## src/hdl/c2p_pkg.sv

```systemverilog
`timescale 1ns / 1ps
// Shared widths, item types and the arctangent table of the cartesian-to-polar pipeline.
package c2p_pkg;

	localparam int COORD_WIDTH      = 16;
	localparam int ANGLE_WIDTH      = 16;
	localparam int ACC_WIDTH        = 32;
	localparam int CORDIC_STEPS_DEF = 16;
	localparam int ATAN_ENTRIES     = 32;
	localparam int FRAC_SHIFT       = 60 - COORD_WIDTH;
	localparam int ROT_WIDTH        = 63;
	localparam int SQ_WIDTH         = 2 * COORD_WIDTH;
	localparam int TRIAL_WIDTH      = SQ_WIDTH + 2;

	localparam logic [ACC_WIDTH-1:0] Z_PLUS_HALF_PI  = 32'h4000_0000;
	localparam logic [ACC_WIDTH-1:0] Z_MINUS_HALF_PI = 32'hC000_0000;
	localparam logic [ACC_WIDTH-1:0] ANGLE_ROUND     = 32'h0000_8000;

	// round(atan(2^-i) * 2^31 / pi)
	localparam logic [ACC_WIDTH-1:0] ATAN_TABLE [ATAN_ENTRIES] = '{
		32'h20000000, 32'h12E4051E, 32'h09FB385B, 32'h051111D4,
		32'h028B0D43, 32'h0145D7E1, 32'h00A2F61E, 32'h00517C55,
		32'h0028BE53, 32'h00145F2F, 32'h000A2F98, 32'h000517CC,
		32'h00028BE6, 32'h000145F3, 32'h0000A2FA, 32'h0000517D,
		32'h000028BE, 32'h0000145F, 32'h00000A30, 32'h00000518,
		32'h0000028C, 32'h00000146, 32'h000000A3, 32'h00000051,
		32'h00000029, 32'h00000014, 32'h0000000A, 32'h00000005,
		32'h00000003, 32'h00000001, 32'h00000001, 32'h00000000
	};

	typedef struct packed {
		logic signed [COORD_WIDTH-1:0] x_coord;
		logic signed [COORD_WIDTH-1:0] y_coord;
	} c2p_in_t;

	typedef struct packed {
		logic        [COORD_WIDTH-1:0] magnitude;
		logic signed [ANGLE_WIDTH-1:0] angle;
	} c2p_out_t;

	typedef struct packed {
		logic signed [ROT_WIDTH-1:0] rot_x;
		logic signed [ROT_WIDTH-1:0] rot_y;
		logic        [ACC_WIDTH-1:0] z;
		logic                        origin;
		logic        [SQ_WIDTH-1:0]  rem;
		logic        [COORD_WIDTH-1:0] root;
	} c2p_stage_t;

endpackage

```

## src/hdl/c2p_iter.sv

```systemverilog
`timescale 1ns / 1ps
// One pipeline stage: a CORDIC micro-rotation and one digit of the integer square root, each enabled by a parameter.
module c2p_iter
	import c2p_pkg::*;
#(
	parameter bit ROT_EN  = 1'b1,
	parameter int ROT_IDX = 0,
	parameter bit SQ_EN   = 1'b1,
	parameter int SQ_BIT  = 0
) (
	input  logic       clk,
	input  logic       arst_n,
	input  logic       en,
	input  logic       valid,
	input  c2p_stage_t stage,
	output logic       valid_q,
	output c2p_stage_t stage_q
);

	c2p_stage_t                  nxt;
	logic signed [ROT_WIDTH-1:0] dx;
	logic signed [ROT_WIDTH-1:0] dy;
	logic [TRIAL_WIDTH-1:0]      trial;

	always_comb begin
		nxt   = stage;
		dx    = stage.rot_y >>> ROT_IDX;
		dy    = stage.rot_x >>> ROT_IDX;
		// Root bits below SQ_BIT are still zero, so the shifted root and the
		// square of the new bit never overlap.
		trial = (TRIAL_WIDTH'(stage.root) << (SQ_BIT + 1)) |
			(TRIAL_WIDTH'(1) << (2 * SQ_BIT));
		if (ROT_EN) begin
			if (!stage.rot_y[ROT_WIDTH-1]) begin
				nxt.rot_x = stage.rot_x + dx;
				nxt.rot_y = stage.rot_y - dy;
				nxt.z     = stage.z + ATAN_TABLE[ROT_IDX];
			end else begin
				nxt.rot_x = stage.rot_x - dx;
				nxt.rot_y = stage.rot_y + dy;
				nxt.z     = stage.z - ATAN_TABLE[ROT_IDX];
			end
		end
		if (SQ_EN) begin
			if ({2'b00, stage.rem} >= trial) begin
				nxt.rem  = stage.rem - trial[SQ_WIDTH-1:0];
				nxt.root = stage.root | (COORD_WIDTH'(1) << SQ_BIT);
			end
		end
	end

	always_ff @(posedge clk or negedge arst_n) begin
		if (!arst_n) begin
			valid_q <= 1'b0;
		end else if (en) begin
			valid_q <= valid;
		end
	end

	always_ff @(posedge clk) begin
		if (en) begin
			stage_q <= nxt;
		end
	end

endmodule
```

## config.mk

```make
export PLATFORM = sky130hd
export DESIGN_NAME = c2p_iter
export DESIGN_NICKNAME = d
export VERILOG_FILES = /design/src/hdl/c2p_pkg.sv /design/src/hdl/c2p_iter.sv
export SDC_FILE = /design/constraint.sdc
export NUM_CORES = 1
export LEC_CHECK = 0
export BUFFER_PORTS_ARGS = -buffer_cell sky130_fd_sc_hd__buf_2
export CAP_MARGIN = 20
export CELL_PAD_IN_SITES_DETAIL_PLACEMENT = 0
export CELL_PAD_IN_SITES_GLOBAL_PLACEMENT = 1
export CORE_MARGIN = 2
export CORE_UTILIZATION = 40
export CTS_BUF_LIST = sky130_fd_sc_hd__clkbuf_4 sky130_fd_sc_hd__clkbuf_8
export DETAILED_ROUTE_END_ITERATION = 10
export MAX_ROUTING_LAYER = met4
export PLACE_DENSITY_LB_ADDON = 0.1
export SYNTH_ARGS = -nofsm -noshare
export SYNTH_HDL_FRONTEND = slang
export SYNTH_SLANG_ARGS = --single-unit
```

## constraint.sdc

```tcl
create_clock -name clk -period 1.2 [get_ports clk]
set_clock_uncertainty 0.2 [all_clocks]
set_input_delay 0.12 -clock clk [delete_from_list [all_inputs] [get_ports clk]]
set_output_delay 0.12 -clock clk [all_outputs]
set_load 0.005 [all_outputs]
```

==> results of run 1 <==
-- cell usage after synthesis, types with 10 or more instances --
cell       instances
a211oi_1          17
a21o_1            49
a21oi_1          299
a21oi_2           11
a31oi_1           17
buf_1             10
buf_2             19
clkbuf_1          52
edfxtp_1         206
ha_1             219
inv_1            225
mux2i_1           31
nand2_1          114
nand2b_1          22
nand3_1           44
nand4_1           43
nor2_1           163
nor2b_1           17
nor3_1            45
nor4_1            27
o2111ai_1         11
o211ai_1          22
o21a_1            18
o21ai_0          125
o21ai_1           19
o21bai_1          59
o31ai_1           26
or3_1             11
xnor2_1          138
xor2_1            14
-- cell type report --
type | instances | area, sq um
Antenna cell | 4 | 10.0
Clock buffer | 53 | 686
Clock inverter | 25 | 204
Fill cell | 3352 | 11800
Inverter | 236 | 967
Multi-Input combinational cell | 1749 | 16200
Sequential cell | 207 | 6210
Tap cell | 672 | 841
Timing Repair Buffer | 1666 | 12900
-- state kept, by name, summed over array words and instances (netlist names) --
register  count
valid_q       1
stage_q     206
-- kinds of logic (layout without fill, tap and decap cells) --
| logic type | after synthesis | in the layout | synth area share (%) |
|---|---|---|---|
| AO/OA/AOI/OAI | 786 | 786 | 25.7 |
| XOR/XNOR | 152 | 152 | 6.62 |
| adder cells (fa/ha/maj) | 224 | 224 | 14.1 |
| buffers and inverters | 333 | 1980 | 6.76 |
| flip-flops | 207 | 207 | 30.9 |
| multiplexers | 39 | 39 | 2.01 |
| other | 0 | 4 | 0 |
| AND/OR/NAND/NOR | 548 | 548 | 13.9 |
-- worst min path at each step --
stage,startpoint,endpoint,slack [ns],depth (start not counted)
4_1_cts,stage[1],stage_q[1],-0.55,1
6_report,stage[18],stage_q[18],-0.38,3
5_1_grt,stage[18],stage_q[18],-0.39,3
3_5_place_dp,arst_n,valid_q,-0.29,1
2_1_floorplan,arst_n,valid_q,-0.38,0
3_3_place_gp,arst_n,valid_q,-0.30,1
-- routing by layer --
layer / global-route usage [%] / routed length, um
met3: 4.24 / 7380
met2: 63.6 / 51000
met5: - / 0
met1: 46.8 / 42300
met4: 16.1 / 6100
-- critical path, stage by stage --
cell and delay (ns):
buf_12 0.10, inv_8 0.03, ha_4 0.15, buf_6 0.11
fa_2 0.35, nand2b_4 0.17, a21oi_4 0.18, o211ai_4 0.16
buf_6 0.16, nand3_4 0.08, a31oi_4 0.10, o221a_4 0.29
o211a_4 0.26, o31ai_4 0.19, mux2_4 0.33, a311oi_2 0.20
-- per-stage QoR --
stage / total power [mW] / std cells
3_3_place_gp: 24.0 / 4257
3_5_place_dp: 24.1 / 4257
6_report: 36.9 / 4612
5_1_grt: 38.2 / 4611
4_1_cts: 34.6 / 4529
2_1_floorplan: 16.0 / 2289
-- timing repair --
item,4_1_cts,5_1_grt
pin swaps,249,220
endpoints found under the setup margin,359,365
gates cloned,2,0
hold buffers,91,12
gates resized for setup,575,307
hold endpoints to repair,297,35
buffers inserted,117,92
-- power by group through the flow --
stage          Clock [mW]  Sequential (mW)  Combinational, mW
2_1_floorplan           0             9.90               6.14
3_3_place_gp            0             9.90               14.1
3_5_place_dp            0             9.90               14.2
4_1_cts              8.22             9.77               16.6
5_1_grt              8.66             9.91               19.6
6_report             8.33             9.85               18.7
==> flow_metrics.py, run 1 <==
metrics = {
    "run_status": {
        "status": "finished, violations left",
        "violations": "negative hold slack, negative setup slack",
    },
    "hold_path": {
        "hold_path.class": "input pin to register",
    },
    "power_and_ir_drop": {
        "p_per_area_nw_per_um2": 970,
        "switching_share_pct": 37.5,
        "intPower_mw": 23.1,
        "leakagePower_nw": 17.2,
        "p_comb_share_pct": 50.7,
        "seqPwrFrac_pct": 26.7,
        "irDropWorstVdd_uv": 877,
        "power_frac_clock_pct": 22.6,
        "netSwitchingPower_mw": 13.8,
    },
    "critical_path": {
        "reg2reg_to": "valid_q",
        "crit_path_end_kind": "register",
        "required_ns": 1.47,
        "worstSetupStartpoint": "stage[81]",
        "arrival_ns": 2.99,
        "rrSetupSlack_ns": 0.10,
        "criticalPathCategory": "input pin to register",
        "startpoint_type": "input pin",
        "reg2reg_from": "valid_q",
        "r2r_cells": 2,
        "cp_max_fo": 3,
        "crit_end": "stage_q[135]",
    },
    "sta": {
        "whs_ns": -0.381,
        "setup_ws_ns": -1.53,
        "relSlewSlack_pct": 58.7,
        "tns_ns": -238.00,
        "slew_viol_final": 0,
        "setup_violations": 361,
        "timing.fmax_mhz": 367,
        "final-hold-violation-count": 28,
        "period_minus_slack_ns": 2.73,
        "tightest_slew_ns": 0.616,
        "rsz0062_at_grt": "true",
        "post-route-period-util_pct": 227,
    },
    "floorplanning": {
        "ios": 419,
        "rows": 82,
        "start_util_pct": 40.3,
        "die_width_um": 228,
        "dieArea_sq_um": 52100,
        "core_sq_um": 49900,
        "dieHeight_um": 228,
    },
    "logic_synthesis": {
        "ys_types": 113,
        "synth_top_cell_area_share_pct": 30.8,
        "synthCells": 2289,
        "ys_ff_latch": 207,
        "synth_edf_count": 206,
        "synth_flop_cell": "edfxtp_1",
        "synth-seq-area-share_pct": 30.9,
        "synth_nets": 2724,
        "syn_area_per_cell_sq_um": 8.78,
        "async_flop_share_pct": 0.483,
        "synthTopCellsByArea": "edfxtp_1 (31%), ha_1 (14%), a21oi_1 (7.4%)",
        "yosys.area.top_type": "edfxtp_1",
        "synth_warnings": 0,
        "netlist_area_sq_um": 20100,
    },
    "routing": {
        "drt_iter0_drc": 2297,
        "first_pass_iters": 5,
        "postRouteAntennaNets": 0,
        "drt-total-wl_um": 107000,
        "route.detailed.drc": 0,
        "viasPerCell": 5.64,
        "routedWlPerCell_um": 23.1,
        "vias": 26000,
    },
    "global_route": {
        "antenna_found_initial": 3,
        "grt_max_degree": 49,
        "grt_overflow": 0,
        "grt_pass1_vias": 25900,
        "grt_pass1_wl_um": 151000,
        "track_usage_pct": 38.1,
    },
    "final_layout": {
        "layout_commonest_cell": "buf_4",
        "fin_util_pct": 76.3,
        "final_cell_mix": "buf_4 (1,008), buf_2 (373), edfxtp_1 (206)",
        "area_growth_syn_to_layout_pct": 89.2,
        "final_area_sq_um": 38000,
        "drive_above_1_share_pct": 56.8,
        "nets": 4337,
    },
    "run": {
        "max-cap-violations": 0,
    },
    "clock_network": {
        "clkSinkCount": 207,
        "cts_tree": "done",
        "clk_latency_ns": 0.60,
        "cts.clk_slew.worst_paths_ns": 0.07,
        "cts_made_buffers": 42,
        "cts_buffer_depth": 3,
        "h-tree-depth": 2,
        "root_buffer": "clkbuf_8",
    },
    "placement": {
        "dpl_cell_area_sq_um": 30800,
        "dp_hpwl_um": 74600,
        "io_buffers": 418,
        "post-place-ws_ns": -2.36,
        "globalplace.congestion": 1.04,
    },
}
No activity file was read; power rests on OpenSTA's default activity.
==> run 2, diff against run 1 <==
--- a/config.mk
+++ b/config.mk
@@ -7,14 +7,11 @@
 export LEC_CHECK = 0
 export BUFFER_PORTS_ARGS = -buffer_cell sky130_fd_sc_hd__buf_2
 export CAP_MARGIN = 20
-export CELL_PAD_IN_SITES_DETAIL_PLACEMENT = 0
-export CELL_PAD_IN_SITES_GLOBAL_PLACEMENT = 1
 export CORE_MARGIN = 2
 export CORE_UTILIZATION = 40
 export CTS_BUF_LIST = sky130_fd_sc_hd__clkbuf_4 sky130_fd_sc_hd__clkbuf_8
 export DETAILED_ROUTE_END_ITERATION = 10
 export MAX_ROUTING_LAYER = met4
-export PLACE_DENSITY_LB_ADDON = 0.1
 export SYNTH_ARGS = -nofsm -noshare
 export SYNTH_HDL_FRONTEND = slang
 export SYNTH_SLANG_ARGS = --single-unit
==> run 2 against run 1 <==
The flow still finishes with violations (negative hold slack, negative setup slack); highest routed layer unchanged; via count fell by 3.2%; final area down 1.0%; non-clock buffer count decreased by 45; sequential share of layout area grew 0.17 points; critical endpoint is now stage_q[142].
==> flow_metrics.py, run 2 (synthesis results as in run 1) <==
metrics = {
    "final_layout": {
        "final_cell_mix": "buf_4 (976), buf_2 (371), edfxtp_1 (206)",
        "regMostFlops": "stage_q",
        "area_growth_syn_to_layout_pct": 87.3,
        "nets": 4291,
        "largest_reg_flops": 206,
        "layout_commonest_cell": "buf_4",
        "largest_registers": "stage_q (206), valid_q (1)",
        "fin_util_pct": 75.5,
        "drive_above_1_share_pct": 57.2,
    },
    "sta": {
        "slew_viol_final": 0,
        "timing.fmax_mhz": 375,
        "tns_ns": -226.22,
        "rsz0062_at_grt": "true",
        "whs_ns": -0.330,
        "period_minus_slack_ns": 2.67,
        "tightest_slew_ns": 0.648,
        "setup_ws_ns": -1.47,
        "relSlewSlack_pct": 56.5,
        "post-route-period-util_pct": 222,
        "setup_violations": 361,
        "final-hold-violation-count": 26,
    },
    "clock_network": {
        "cts.clk_slew.worst_paths_ns": 0.06,
        "clkSinkCount": 207,
        "cts_made_buffers": 41,
        "cts_tree": "done",
        "cts_buffer_depth": 3,
        "clk_latency_ns": 0.61,
        "h-tree-depth": 2,
        "root_buffer": "clkbuf_8",
    },
    "global_route": {
        "grt_overflow": 0,
        "grt_max_degree": 38,
        "antenna_found_initial": 5,
        "grt_pass1_vias": 25300,
        "track_usage_pct": 37.1,
        "grt_pass1_wl_um": 146000,
    },
    "power_and_ir_drop": {
        "irDropWorstVdd_uv": 847,
        "switching_share_pct": 37.5,
        "power_frac_clock_pct": 21.3,
        "p_per_area_nw_per_um2": 949,
        "seqPwrFrac_pct": 27.5,
        "totalPowerFinal_mw": 35.7,
        "netSwitchingPower_mw": 13.4,
        "intPower_mw": 22.3,
        "p_comb_share_pct": 51.2,
        "leakagePower_nw": 16.9,
    },
    "floorplanning": {
        "ios": 419,
        "die_width_um": 228,
        "start_util_pct": 40.3,
        "dieArea_sq_um": 52100,
        "rows": 82,
        "dieHeight_um": 228,
        "core_sq_um": 49900,
    },
    "hold_path": {
        "hold_path.class": "input pin to register",
        "min_path_cells": 2,
    },
    "critical_path": {
        "required_ns": 1.36,
        "worst_path_max_delay_cell": "ha_4",
        "criticalPathCategory": "input pin to register",
        "startpoint_type": "input pin",
        "cp_top_family": "compound AO/OA/AOI/OAI gates",
        "max_stage_delay_ns": 0.34,
        "cp.depth": 16,
        "cp_max_fo": 8,
        "critPathBufInv": 6,
        "crit_path_end_kind": "register",
        "r2r_cells": 1,
        "timing.critical_path.cells": "buf_2 > inv_1 > ha_4 > buf_4 > nand2_1 > nor2_4 > nand3_2 > buf_6 > nor2_4 > a311o_2 > a21oi_4 > buf_4 > buf_6 > o311a_1 > a21oi_2 > xnor2_1",
        "arrival_ns": 2.83,
    },
    "run": {
        "max-cap-violations": 0,
    },
    "routing": {
        "vias": 25200,
        "routedWlPerCell_um": 22.5,
        "route.detailed.drc": 0,
        "first_pass_iters": 6,
        "drt_iter0_drc": 2072,
        "postRouteAntennaNets": 0,
        "viasPerCell": 5.52,
        "drt-total-wl_um": 103000,
    },
    "placement": {
        "globalplace.congestion": 1.02,
        "dp_hpwl_um": 75200,
        "io_buffers": 418,
    },
    "run_status": {
        "violations": "negative hold slack, negative setup slack",
        "status": "finished, violations left",
    },
}
## run 2: cell types whose count changed in the layout (fill, tap and decap cells not counted), moves of 8 or more
cell and delta:
buf_4 -32, inv_2 +13, nor2_4 +13, buf_12 -12, ha_4 +9, nor2_1 -9
inv_1 -8, o21ai_1 +8
## run 2: repair_timing
action | in CTS | in global routing
resized for setup | 618 | 324
hold buffers | 94 | 9
setup buffers | 109 | 72
setup endpoints to repair | 360 | 362
gates cloned | 1 | 0
pin swaps | 254 | 194
endpoints found under the hold margin | 336 | 38
## run 2: layout make-up
| type | count | area [sq um] |
|---|---|---|
| inverters | 236 | 947 |
| multi-input cells | 1749 | 16400 |
| flip-flops and latches | 207 | 6210 |
| clock buffers | 50 | 632 |
| well taps | 672 | 841 |
| fillers | 3546 | 12200 |
| repair buffers | 1621 | 12400 |
| diodes | 4 | 10.0 |
| clock inverters | 23 | 170 |
## run 2: final timing paths
path	endpoint	slack (ns)	from
worst max register to register	valid_q	0.26	valid_q
worst max-delay path	stage_q[142]	-1.47	stage[117]
worst min register to register	valid_q	0.31	valid_q
max in group asynchronous	valid_q	0.54	arst_n
min in group asynchronous	valid_q	0.16	arst_n
worst min-delay path	stage_q[21]	-0.33	stage[21]
## run 2: power groups by stage
| stage | registers [mW] | clock network (mW) | logic (mW) |
|---|---|---|---|
| floorplan | 9.90 | 0 | 6.14 |
| global placement | 9.88 | 0 | 14.0 |
| detailed placement | 9.87 | 0 | 14.1 |
| CTS | 9.76 | 7.53 | 16.6 |
| global route | 9.87 | 7.98 | 19.2 |
| finish | 9.81 | 7.62 | 18.3 |
## run 2: per-stage QoR
| stage | std cells | area (sq um) | setup slack, ns |
|---|---|---|---|
| global placement | 4247 | 30600 | -2.40 |
| global route | 4562 | 37700 | -1.50 |
| detailed placement | 4247 | 30600 | -2.47 |
| finish | 4562 | 37700 | -1.47 |
| floorplan | 2289 | 20800 | -1.67 |
| CTS | 4504 | 35800 | -1.40 |
## run 2: layer usage
metal	GRT usage [%]	part of all wire, %
met5	-	0
met2	63.1	49
met4	15.2	5.4
met1	44.0	39
met3	5.51	6.9
